File: config.mk
export PLATFORM = sky130hd
export DESIGN_NAME = hcb_ctrl
export DESIGN_NICKNAME = d
export VERILOG_FILES = /design/src/rtl/hcb_pkg.sv /design/src/rtl/hcb_ctrl.sv
export SDC_FILE = /design/constraint.sdc
export NUM_CORES = 1
export LEC_CHECK = 0
export BUFFER_PORTS_ARGS = -buffer_cell sky130_fd_sc_hd__buf_2
export CAP_MARGIN = 5
export CELL_PAD_IN_SITES_DETAIL_PLACEMENT = 1
export CELL_PAD_IN_SITES_GLOBAL_PLACEMENT = 2
export CORE_MARGIN = 2
export CORE_UTILIZATION = 23
export CTS_BUF_LIST = sky130_fd_sc_hd__clkbuf_16
export CTS_CLUSTER_DIAMETER = 100
export DETAILED_ROUTE_END_ITERATION = 6
export HOLD_SLACK_MARGIN = 0.12
export PLACE_DENSITY = 0.82
export REMOVE_ABC_BUFFERS = 1
export SYNTH_ARGS = -nofsm -noshare
export SYNTH_HDL_FRONTEND = slang
export SYNTH_SLANG_ARGS = --single-unit
export TNS_END_PERCENT = 1
File: constraint.sdc
create_clock -name aclk -period 3.9 [get_ports aclk]
set_input_delay 0.39 -clock aclk [delete_from_list [all_inputs] [get_ports aclk]]
set_output_delay 0.39 -clock aclk [all_outputs]
set_load 0.01 [all_outputs]
File: src/rtl/hcb_pkg.sv
// ----------------------------------------------------------------------------
// hcb_pkg
// Shared codes, widths and control bundles of the Huffman code builder.
// ----------------------------------------------------------------------------
package hcb_pkg;

    localparam int DEF_SYMBOLS      = 256;
    localparam int DEF_COUNT_BITS   = 32;
    localparam int DEF_MAX_CODE_LEN = 64;

    localparam int REQ_W  = 3;
    localparam int STAT_W = 3;
    localparam int BYTE_W = 8;
    localparam int CODE_W = 64;
    localparam int LEN_W  = 7;

    localparam logic [REQ_W-1:0] REQ_CLEAR  = 3'd0;
    localparam logic [REQ_W-1:0] REQ_COUNT  = 3'd1;
    localparam logic [REQ_W-1:0] REQ_BUILD  = 3'd2;
    localparam logic [REQ_W-1:0] REQ_ENCODE = 3'd3;
    localparam logic [REQ_W-1:0] REQ_DECODE = 3'd4;

    localparam logic [STAT_W-1:0] ST_OK        = 3'd0;
    localparam logic [STAT_W-1:0] ST_EMPTY     = 3'd1;
    localparam logic [STAT_W-1:0] ST_NOT_BUILT = 3'd2;
    localparam logic [STAT_W-1:0] ST_NO_CODE   = 3'd3;
    localparam logic [STAT_W-1:0] ST_SINGLE    = 3'd4;

    // controller to datapath
    typedef struct packed {
        logic load;
        logic clr_cnt;
        logic cnt_wr;
        logic b_init;
        logic leaf_step;
        logic chk;
        logic r_start;
        logic scan;
        logic merge;
        logic last_rd;
        logic move;
        logic root;
        logic w_rd;
        logic w_leaf;
        logic w_left;
        logic w_right;
        logic dec1;
        logic dec2;
        logic emit;
    } cmd_t;

    // datapath to controller
    typedef struct packed {
        logic tree_ready;
        logic root_leaf;
        logic leaf_last;
        logic none;
        logic one;
        logic scan_last;
        logic last_round;
        logic node_leaf;
        logic walk_last;
    } stat_t;

endpackage

File: src/rtl/hcb_ctrl.sv
// ----------------------------------------------------------------------------
// hcb_ctrl
// Request sequencer: steps the datapath through each request type.
// ----------------------------------------------------------------------------
module hcb_ctrl import hcb_pkg::*; (
    input  logic             aclk,
    input  logic             aresetn,
    input  logic             s_tvalid,
    output logic             s_tready,
    input  logic [REQ_W-1:0] req_type,
    output logic             m_tvalid,
    input  logic             m_tready,
    output cmd_t             cmd,
    input  stat_t            stat
);

    localparam logic [4:0] S_IDLE   = 5'd0;
    localparam logic [4:0] S_CNT    = 5'd1;
    localparam logic [4:0] S_FIN    = 5'd2;
    localparam logic [4:0] S_DEC1   = 5'd3;
    localparam logic [4:0] S_DEC2   = 5'd4;
    localparam logic [4:0] S_BINIT  = 5'd5;
    localparam logic [4:0] S_BLEAF  = 5'd6;
    localparam logic [4:0] S_BCHK   = 5'd7;
    localparam logic [4:0] S_BRST   = 5'd8;
    localparam logic [4:0] S_BSCAN  = 5'd9;
    localparam logic [4:0] S_BMERGE = 5'd10;
    localparam logic [4:0] S_BLRD   = 5'd11;
    localparam logic [4:0] S_BMOVE  = 5'd12;
    localparam logic [4:0] S_BROOT  = 5'd13;
    localparam logic [4:0] S_WRD    = 5'd14;
    localparam logic [4:0] S_WALK   = 5'd15;
    localparam logic [4:0] S_WRIGHT = 5'd16;

    logic [4:0] state_reg, state_next;
    logic       m_valid_reg, m_valid_next;

    assign s_tready = (state_reg == S_IDLE);
    assign m_tvalid = m_valid_reg;

    always_comb begin
        state_next   = state_reg;
        m_valid_next = m_valid_reg && !m_tready;
        cmd          = '0;
        unique case (state_reg)
            S_IDLE: begin
                if (s_tvalid) begin
                    cmd.load = 1'b1;
                    unique case (req_type)
                        REQ_CLEAR: begin
                            cmd.clr_cnt = 1'b1;
                            state_next  = S_FIN;
                        end
                        REQ_COUNT:  state_next = S_CNT;
                        REQ_BUILD:  state_next = S_BINIT;
                        REQ_ENCODE: state_next = S_FIN;
                        REQ_DECODE: state_next = (stat.tree_ready && !stat.root_leaf)
                                                 ? S_DEC1 : S_FIN;
                        default:    state_next = S_IDLE;
                    endcase
                end
            end
            S_CNT: begin
                cmd.cnt_wr = 1'b1;
                state_next = S_FIN;
            end
            S_DEC1: begin
                cmd.dec1   = 1'b1;
                state_next = S_DEC2;
            end
            S_DEC2: begin
                cmd.dec2   = 1'b1;
                state_next = S_FIN;
            end
            S_FIN: begin
                if (!m_valid_reg || m_tready) begin
                    cmd.emit     = 1'b1;
                    m_valid_next = 1'b1;
                    state_next   = S_IDLE;
                end
            end
            S_BINIT: begin
                cmd.b_init = 1'b1;
                state_next = S_BLEAF;
            end
            S_BLEAF: begin
                cmd.leaf_step = 1'b1;
                if (stat.leaf_last) state_next = S_BCHK;
            end
            S_BCHK: begin
                cmd.chk = 1'b1;
                if (stat.none)     state_next = S_FIN;
                else if (stat.one) state_next = S_BROOT;
                else               state_next = S_BRST;
            end
            S_BRST: begin
                cmd.r_start = 1'b1;
                state_next  = S_BSCAN;
            end
            S_BSCAN: begin
                cmd.scan = 1'b1;
                if (stat.scan_last) state_next = S_BMERGE;
            end
            S_BMERGE: begin
                cmd.merge  = 1'b1;
                state_next = S_BLRD;
            end
            S_BLRD: begin
                cmd.last_rd = 1'b1;
                state_next  = S_BMOVE;
            end
            S_BMOVE: begin
                cmd.move   = 1'b1;
                state_next = stat.last_round ? S_BROOT : S_BRST;
            end
            S_BROOT: begin
                cmd.root   = 1'b1;
                state_next = S_WRD;
            end
            S_WRD: begin
                cmd.w_rd   = 1'b1;
                state_next = S_WALK;
            end
            S_WALK: begin
                if (stat.node_leaf) begin
                    cmd.w_leaf = 1'b1;
                    state_next = stat.walk_last ? S_FIN : S_WRD;
                end else begin
                    cmd.w_left = 1'b1;
                    state_next = S_WRIGHT;
                end
            end
            S_WRIGHT: begin
                cmd.w_right = 1'b1;
                state_next  = stat.walk_last ? S_FIN : S_WRD;
            end
            default: state_next = S_IDLE;
        endcase
    end

    always_ff @(posedge aclk) begin
        if (!aresetn) begin
            state_reg   <= S_IDLE;
            m_valid_reg <= 1'b0;
        end else begin
            state_reg   <= state_next;
            m_valid_reg <= m_valid_next;
        end
    end

endmodule

Word level (Yosys, flattened, before mapping)
Cells that the tools add are included.

Register bits after elaboration: 6. Bits in latches: 0. Memory bits (writable): 0. ROM bits: 0. Output and inout bits: 21. Memories: 0.

Add/subtract/negate cells: 0. Multipliers: 0. Divide/modulo/power cells: 0. $lt $le $gt $ge: 0. Eq/ne operators: 24. Shift-type cells: 0. Multiplexer cells: 36. Bitwise operators: 0. Reduce and logical (&&, ||, !) cells: 11.

Operators by type and width (number): $pmux 5 s16 (1); $eq 5x4->1 const B (8); $mux 5 (6); $mux 1 (22); $eq 5x3->1 const B (4); $pmux 3 s4 (1); $eq 5x2->1 const B (2); $ne 2x2->1 const B (4); $eq 3x2->1 const B (2); $mux 2 (3); $mux 3 (2); $eq 5x1->1 const B (1); $eq 5x5->1 const B (1); $logic_not 5->1 (1); $mux 4 (1); $reduce_and 4->1 (1); $reduce_or 2->1 (2); $eq 3x1->1 const B (1); $eq 3x3->1 const B (1); $logic_not 1->1 (3); $logic_not 3->1 (1); $logic_and 1x1->1 (2); $logic_or 1x1->1 (1).

Depth between registers and ports, before layout
Gate-level depths: netlist of run 1.

Word-level depth: 6. Depth in mapped cells: 7.

Worst setup path before layout of run 1
No wires, ideal clock.

Path kind: register to output. Start: register state_reg[0]. End: output port cmd[17] (netlist name). Arrival: 1457 ps. Data required time: 3510 ps. Path slack: 2053 ps. Cell stages (with the launch flop): 7. Path buffers: 1. Cells stage by stage: dfxtp_1 -> buf_2 -> inv_1 -> nand2_1 -> nor3_1 -> and2_1 -> and3b_1.

RTL lines: from (decl) (line hcb_ctrl.sv:35) `logic [4:0] state_reg, state_next;`; from (signal assigned) (line hcb_ctrl.sv:146) `state_reg <= state_next;`; to (decl) (line hcb_ctrl.sv:13) `output cmd_t cmd,`.

==> results of run 1 <==
## routing by layer
layer / vias to the layer above / routed length [µm] / track usage (%) / share of wire [%]
li1: 427 / - / - / -
met1: 418 / 1130 / 20.3 / 47
met2: 20 / 1180 / 23.9 / 48
met3: 0 / 116 / 3.57 / 4.8
met4: 0 / 0 / 2.99 / 0
met5: - / 0 / 0 / 0
## worst paths after layout
kind	end
max	cmd[17]
min	state_reg[2]
min reg2reg	m_tvalid
max reg2reg	state_reg[1]
## area by class of cell
cell class / count / share of cell area, %
flip-flops and latches: 6 / 13.0
multi-input cells: 78 / 52.4
inverters: 7 / 2.84
clock buffers: 3 / 8.11
well taps: 31 / 4.19
repair buffers: 36 / 19.5
## cell usage after synthesis, types with 3 or more instances
library cell and count:
nor3_1 9, nand2_1 5, o21ai_0 6, dfxtp_1 6, buf_2 3, inv_1 7
nor2_1 18
## stage by stage
step | power [µW] | cells
global route | 321 | 161
floorplan | 114 | 91
finish | 307 | 161
CTS | 310 | 161
global placement | 141 | 158
detailed placement | 142 | 158
## critical path, stage by stage (launching register included)
cell and delay [ns]:
dfxtp_1 0.46, nor2_1 0.20, nand2_1 0.08, nor3_1 0.28
and2_1 0.19, and3b_1 0.15, buf_2 0.12
## kinds of logic after synthesis
kind of cell    synth area share, %
simple gates                   38.9
xor+xnor                       1.32
buf+inv                        9.02
flops                          18.0
compound gates                 29.7
mux                            1.50
fa+ha+maj                      1.50
## power breakdown
group	switching (µW)	total, µW	internal [µW]
registers	9.67	74.6	64.9
logic	36.6	67.0	30.4
clock network	34.2	166	132
## cell usage in the layout (no fill, tap or decap), types with 2 or more instances in the layout
cell type / count
and2_1: 2
nor3_1: 9
buf_2: 36
nand2b_1: 2
clkbuf_16: 3
inv_1: 7
dfxtp_1: 6
nor2b_1: 2
nand3_1: 2
o311a_1: 2
o21ai_0: 6
nand2_1: 5
nor2_1: 18
o22ai_1: 2
a32o_1: 2
o21a_1: 2
==> impl_metrics.yaml, run 1 <==
cells_and_area:
  regArea_um2: 120
  nFillCells: 361
  multi_input_area_um2: 485
  syn_to_final_growth_pct: 39.1
  largest_reg_flops: 5
  diodes: 0
  drive_gt1_share_pct: 32.3
  final_util_pct: 33.6
  finalNetCount: 148
  postLayoutCellArea_um2: 926
power:
  p_leak_uw: 0.000468
  irDropWorstVdd_mv: 0.262
  power_density_nw_per_um2: 332
placed_design:
  hpwl_mm: 1.81
  pre_cts_slack_ns: 1.96
  placed_area_um2: 851
  gp_congestion: 0.784
  port_buffers: 36
floorplanning:
  start_util_pct: 24.1
  rows: 19
  boundaryPins: 37
  design.core.area_um2: 2760
  die_height_um: 57.8
  die_w_um: 57.8
  die_area_um2: 3340
job:
  cap_violations: 0
yosys:
  yosysSeqAreaShare_pct: 18.0
  synth-edff-count: 0
  synth_top_area_cell: "dfxtp_1"
  synthDistinctLibCells: 41
  yosysTopAreaCellShare_pct: 18.0
  netlist_top_cells_area: "dfxtp_1 18%, nor2_1 10%, nor3_1 6.8%, o21ai_0 4.5%, inv_1 3.9%"
  ys.flop_type: "dfxtp_1"
  synth.cell_area_um2: 666
  avgSynthCellArea_um2: 6.86
  ys_warn_count: 0
  yosys_register_bits: 6
  syn_inst: 97
  synthArstFlopShare_pct: 0
drt:
  dr_total_vias: 865
  drt-initial-drc-count: 14
  firstDrtPassIters: 4
  drc_errors: 0
  ant_nets: 0
  via_per_inst: 5.37
  avgRoutedWirePerCell_um: 15.1
  drt-total-wl_mm: 2.43
cts:
  tritoncts: "built"
  cts_hold_buf: 0
  clk_latency_ns: 0.23
  clk_pin_slew_ns: 0.03
  cts_made_buffers: 3
  numClockSinks: 6
  root_buffer: "clkbuf_16"
  h-tree-depth: 1
  cts_resized: 0
  cts_buffer_depth: 2
  cts_setup_buffers: 0
timing:
  slew_violations: 0
  max-slew-margin-rel_pct: 63.1
  fin_skew_ns: 0.00212
  fmax_mhz: 476
  finalHoldWorstSlack_ns: 0.466
  setup_violations: 0
  rsz0062_at_grt: "false"
  worst_pin_slew_ns: 0.540
  final_hold_viol_count: 0
  finalCriticalPeriod_ns: 2.10
  layout_worst_path_cycle_share_pct: 53.9
  fin_setup_tns_ns: 0
  setup_ws_ns: 1.80
worst_setup_path:
  r2r_setup_slack_ns: 1.92
  critPathLaunch: "state_reg[2]"
  end_kind: "output pin"
  rr_worst_depth: 5
  critPathKind: "flop to output pin"
  cp.arrival_ns: 1.71
  r2r-start: "state_reg[3]"
  crit_fanout: 16
  worstPathRequired_ns: 3.51
  cp-start-kind: "flop"
min_path:
  worstHoldStart: "aresetn"
  hp-class: "input pin to flop"
  hold_depth: 2
global_route:
  grt_pass1_wl_mm: 3.88
  track_usage_pct: 14.9
  grt-ovfl-total: 0
  first_global_vias: 816
  antenna_found_initial: 0
  grt_max_degree: 17
outcome:
  status: "complete, no violations"
(Power assumes the default switching activity.)
==> inputs of run 2 (changes only) <==
- CORE_UTILIZATION: 23 -> 19
- PLACE_DENSITY: 0.82 -> 0.72
- clock period: 3.9 -> 1.8 ns (I/O delays scaled with it)
==> run 2 against run 1 <==
  * Die area rose by 20%
  * Worst setup slack worse by 1.7 ns
  * Via count up 6.5%
  * Sequential cell count did not move
  * First-iteration DRC count is the same
  * Worst hold slack worse by 0.23 ns
  * Sequential share of layout area down 1.3 points
  * Clock skew is 0.0017 ns higher
  * Clock power is 120% higher
  * Sequential power increased by 110%
  * Largest cell class unchanged
==> impl_metrics.yaml, run 2 (synthesis results as in run 1) <==
floorplanning:
  boundaryPins: 37
  start_util_pct: 19.8
  die_w_um: 63.2
  design.core.area_um2: 3360
  rows: 21
  die_height_um: 63.2
  die_area_um2: 3990
cts:
  clk_latency_ns: 0.23
  h-tree-depth: 1
  tritoncts: "built"
  cts_hold_buf: 0
  clk_pin_slew_ns: 0.04
  root_buffer: "clkbuf_16"
  numClockSinks: 6
  cts_resized: 2
  cts_setup_buffers: 0
  cts_buffer_depth: 2
  cts_made_buffers: 3
placed_design:
  hpwl_mm: 2.12
  gp_congestion: 0.822
  port_buffers: 36
timing:
  layout_worst_path_cycle_share_pct: 95.9
  slew_violations: 0
  fmax_mhz: 580
  finalCriticalPeriod_ns: 1.73
  final_hold_viol_count: 0
  worst_pin_slew_ns: 0.364
  setup_violations: 0
  rsz0062_at_grt: "true"
  fin_skew_ns: 0.00380
  max-slew-margin-rel_pct: 75.1
  finalHoldWorstSlack_ns: 0.239
worst_setup_path:
  r2r-end: "state_reg[2]"
  rr_worst_depth: 6
  crit_buf_inv: 2
  r2r_setup_slack_ns: 0.08
  worstPathRequired_ns: 1.62
  worstSetupEndpoint: "cmd[17]"
  crit_fanout: 6
  r2r-start: "state_reg[2]"
  path_cells: "buf_4, nor2_1, nand2_1, nor3_4, and2_1, and3b_1, buf_2"
  path_depth: 7
  max_stage_delay_ns: 0.34
  critPathKind: "flop to output pin"
  critPathLaunch: "state_reg[3]"
  end_kind: "output pin"
  cp_top_family: "simple AND/OR/NAND/NOR gates"
  cp.arrival_ns: 1.55
  slowest_stage: "dfxtp_1"
  cp-start-kind: "flop"
global_route:
  grt-ovfl-total: 0
  track_usage_pct: 13.8
  antenna_found_initial: 0
  grt_pass1_wl_mm: 4.40
  first_global_vias: 945
  grt_max_degree: 12
power:
  power_density_nw_per_um2: 662
  irDropWorstVdd_mv: 0.401
  power.share.clock_pct: 52.4
  p_comb_share_pct: 25.7
  p_sw_uw: 194
  internal_power_uw: 515
  p_leak_uw: 0.000543
  swShare_pct: 27.4
  p_seq_share_pct: 21.8
min_path:
  hold_depth: 2
  hp-class: "input pin to flop"
cells_and_area:
  finalNetCount: 162
  largest_reg_flops: 5
  regArea_um2: 125
  layout_common_cells: "36 x buf_2, 18 x nor2_1, 14 x buf_4, 7 x nor3_1, 7 x inv_1"
  final_util_pct: 31.8
  multi_input_area_um2: 502
  syn_to_final_growth_pct: 60.9
  nFillCells: 457
  final_common_cell: "buf_2"
  diodes: 0
  drive_gt1_share_pct: 41.7
drt:
  avgRoutedWirePerCell_um: 14.0
  ant_nets: 0
  firstDrtPassIters: 2
  drc_errors: 0
  drt-initial-drc-count: 14
  via_per_inst: 4.85
  dr_total_vias: 921
  drt-total-wl_mm: 2.67
job:
  cap_violations: 0
outcome:
  status: "complete, no violations"
run 2: metrics by stage:
stage                     area [µm²]  setup TNS, ns  setup slack, ns  instances  total power (µW)
after global routing            1070        -0.0637          -0.0466        190               746
after detailed placement         975       -0.00121         -0.00121        187               332
after global placement           975              0           0.0267        187               330
after floorplan                  632              0           0.0765         91               246
after CTS                       1060              0           0.0394        190               712
final                           1070              0           0.0746        190               709
run 2: routing by layer:
metal	wire length, µm	GRT usage, %
met1	1190	16.3
met2	1290	24.2
met3	108	3.21
met4	74	4.89
met5	0	0
run 2: worst min path at each step:
| stage | startpoint | slack (ns) | endpoint |
|---|---|---|---|
| finish | aresetn | 0.24 | state_reg[2] |
| CTS | aresetn | 0.24 | state_reg[2] |
| floorplan | aresetn | 0.29 | state_reg[0] |
| global route | aresetn | 0.25 | state_reg[3] |
| global placement | aresetn | 0.48 | state_reg[0] |
| detailed placement | aresetn | 0.48 | state_reg[2] |
run 2: final cells by class:
cell class                      instances  share of cell area, %
Clock buffer                            3                   7.01
Timing Repair Buffer                   50                   26.6
Multi-Input combinational cell         78                   46.8
Tap cell                               46                   5.37
Sequential cell                         6                   11.7
Inverter                                7                   2.45
run 2: power by group through the flow:
stage | Sequential, µW | Clock (µW) | Combinational, µW
after global placement | 156 | 0 | 174
after detailed placement | 156 | 0 | 176
final | 155 | 372 | 183
after floorplan | 158 | 0 | 88.0
after CTS | 155 | 376 | 180
after global routing | 157 | 388 | 201
==> inputs of run 3 (changes only) <==
- CORE_UTILIZATION: 19 -> 20
- CTS_BUF_LIST: sky130_fd_sc_hd__clkbuf_16 -> sky130_fd_sc_hd__clkbuf_4
- PLACE_DENSITY: 0.72 -> 0.75
==> run 3 against run 2 <==
  * Non-clock buffer count shrank 3
  * Critical path depth unchanged
  * Combinational power barely moved
  * Via count down 4.2%
  * Sequential power about the same
  * Power is 34% lower
  * Sequential cell count stayed put
  * Critical endpoint unchanged
  * Largest cell class unchanged
  * Highest routed layer unchanged
==> impl_metrics.yaml, run 3 (synthesis results as in run 1) <==
outcome:
  status: "complete, no violations"
drt:
  drt-total-wl_mm: 2.53
  ant_nets: 0
  avgRoutedWirePerCell_um: 13.7
  dr_total_vias: 882
  via_per_inst: 4.77
  drc_errors: 0
  firstDrtPassIters: 4
  drt-initial-drc-count: 16
power:
  internal_power_uw: 308
  p_comb_share_pct: 38.8
  power.share.clock_pct: 27.6
  p_sw_uw: 161
  total_power_uw: 469
  irDropWorstVdd_mv: 0.172
  p_seq_share_pct: 33.6
  swShare_pct: 34.3
  p_leak_uw: 0.000504
  power_density_nw_per_um2: 474
floorplanning:
  design.core.area_um2: 3100
  rows: 20
  boundaryPins: 37
  die_area_um2: 3810
  start_util_pct: 21.5
  die_w_um: 61.7
  die_height_um: 61.7
worst_setup_path:
  worstPathRequired_ns: 1.62
  r2r-end: "state_reg[2]"
  max_stage_delay_ns: 0.35
  end_kind: "output pin"
  crit_fanout: 5
  r2r-start: "state_reg[2]"
  r2r_setup_slack_ns: 0.14
  cp-start-kind: "flop"
  cp.arrival_ns: 1.55
  crit_buf_inv: 2
  path_cells: "buf_4, nor2_2, nand2_2, nor3_2, and2_4, and3b_1, buf_2"
  rr_worst_depth: 7
  critPathKind: "flop to output pin"
  cp_top_family: "simple AND/OR/NAND/NOR gates"
  slowest_stage: "dfxtp_2"
cells_and_area:
  syn_to_final_growth_pct: 48.7
  largest_reg_flops: 5
  layout_common_cells: "36 x buf_2, 17 x nor2_1, 11 x buf_4, 8 x nor3_1"
  finalNetCount: 159
  drive_gt1_share_pct: 44.0
  final_util_pct: 31.9
  nFillCells: 433
  diodes: 0
  postLayoutCellArea_um2: 990
  final_common_cell: "buf_2"
timing:
  final_hold_viol_count: 0
  fin_skew_ns: 0.00209
  worst_pin_slew_ns: 0.432
  max-slew-margin-rel_pct: 71.0
  rsz0062_at_grt: "true"
  fin_setup_tns_ns: 0
  slew_violations: 0
  fmax_mhz: 579
  setup_violations: 0
  finalCriticalPeriod_ns: 1.73
  layout_worst_path_cycle_share_pct: 96.0
  finalHoldWorstSlack_ns: 0.212
global_route:
  grt_pass1_wl_mm: 3.90
  grt_max_degree: 17
  track_usage_pct: 13.9
  antenna_found_initial: 0
  first_global_vias: 884
  grt-ovfl-total: 0
cts:
  clk_latency_ns: 0.25
  tritoncts: "built"
  h-tree-depth: 1
  numClockSinks: 6
  cts_buffer_depth: 2
  root_buffer: "clkbuf_4"
  clk_pin_slew_ns: 0.04
  cts_hold_buf: 0
  cts_made_buffers: 3
min_path:
  hold_depth: 2
  worstHoldEndpoint: "state_reg[2]"
  worstHoldStart: "aresetn"
  hp-class: "input pin to flop"
placed_design:
  hpwl_mm: 2.02
  port_buffers: 36
  gp_congestion: 0.816
  placed_area_um2: 927
job:
  cap_violations: 0
==> run 3: changes by cell type in the layout (fill, tap and decap cells not counted), moves of 2 or more <==
cell / change
buf_4: -3
clkbuf_16: -3
clkbuf_4: +3
dfxtp_2: +3
dfxtp_1: -2
==> run 3: layout make-up <==
type / count / area (µm²) / area share [%]
multi-input combinational: 78 / 498 / 50.3
timing repair buffer: 47 / 263 / 26.5
sequential: 6 / 125 / 12.6
tap: 44 / 55.1 / 5.56
inverter: 7 / 26.3 / 2.65
clock buffer: 3 / 22.5 / 2.28
==> run 3: routing by layer <==
metal | GRT usage, % | vias to the layer above | wire length [µm]
li1 | - | 443 | -
met1 | 16.0 | 406 | 1090
met2 | 25.3 | 27 | 1240
met3 | 2.28 | 6 | 149
met4 | 6.08 | 0 | 44
met5 | 0 | - | 0
==> run 3: worst max-delay path by stage <==
stage | from | end | slack, ns | cells past startpoint
6_report | state_reg[3] | cmd[17] | 0.07 | 7
5_1_grt | state_reg[2] | cmd[0] | -0.05 | 4
4_1_cts | state_reg[3] | cmd[17] | 0.02 | 7
3_5_place_dp | state_reg[0] | state_reg[2] | 0.03 | 5
3_3_place_gp | state_reg[0] | state_reg[2] | 0.08 | 5
2_1_floorplan | state_reg[1] | state_reg[2] | 0.08 | 5
==> run 3: repair_timing <==
item,CTS,global route
pin swaps,2,2
resized for setup,5,4
endpoints found under the hold margin,0,0
setup buffers,3,0
setup endpoints to repair,5,6
==> run 3: metrics by stage <==
stage | worst slack (ns) | cells
3_3_place_gp | 0.0840 | 179
3_5_place_dp | 0.0293 | 179
5_1_grt | -0.0468 | 185
6_report | 0.0729 | 185
2_1_floorplan | 0.0765 | 91
4_1_cts | 0.0182 | 185
==> run 3: power by group through the flow <==
| stage | logic [µW] | registers, µW | clock network [µW] |
|---|---|---|---|
| detailed placement | 161 | 158 | 0 |
| floorplan | 88.0 | 158 | 0 |
| finish | 182 | 158 | 129 |
| global route | 203 | 159 | 143 |
| CTS | 180 | 157 | 133 |
| global placement | 160 | 157 | 0 |
==> run 3: worst reg2reg max path: cells and delay by family (launching register included) <==
kind	cells	cell delay, ns
flops	1	0.50
compound gates	2	0.57
simple gates	3	0.23
buf+inv	2	0.25
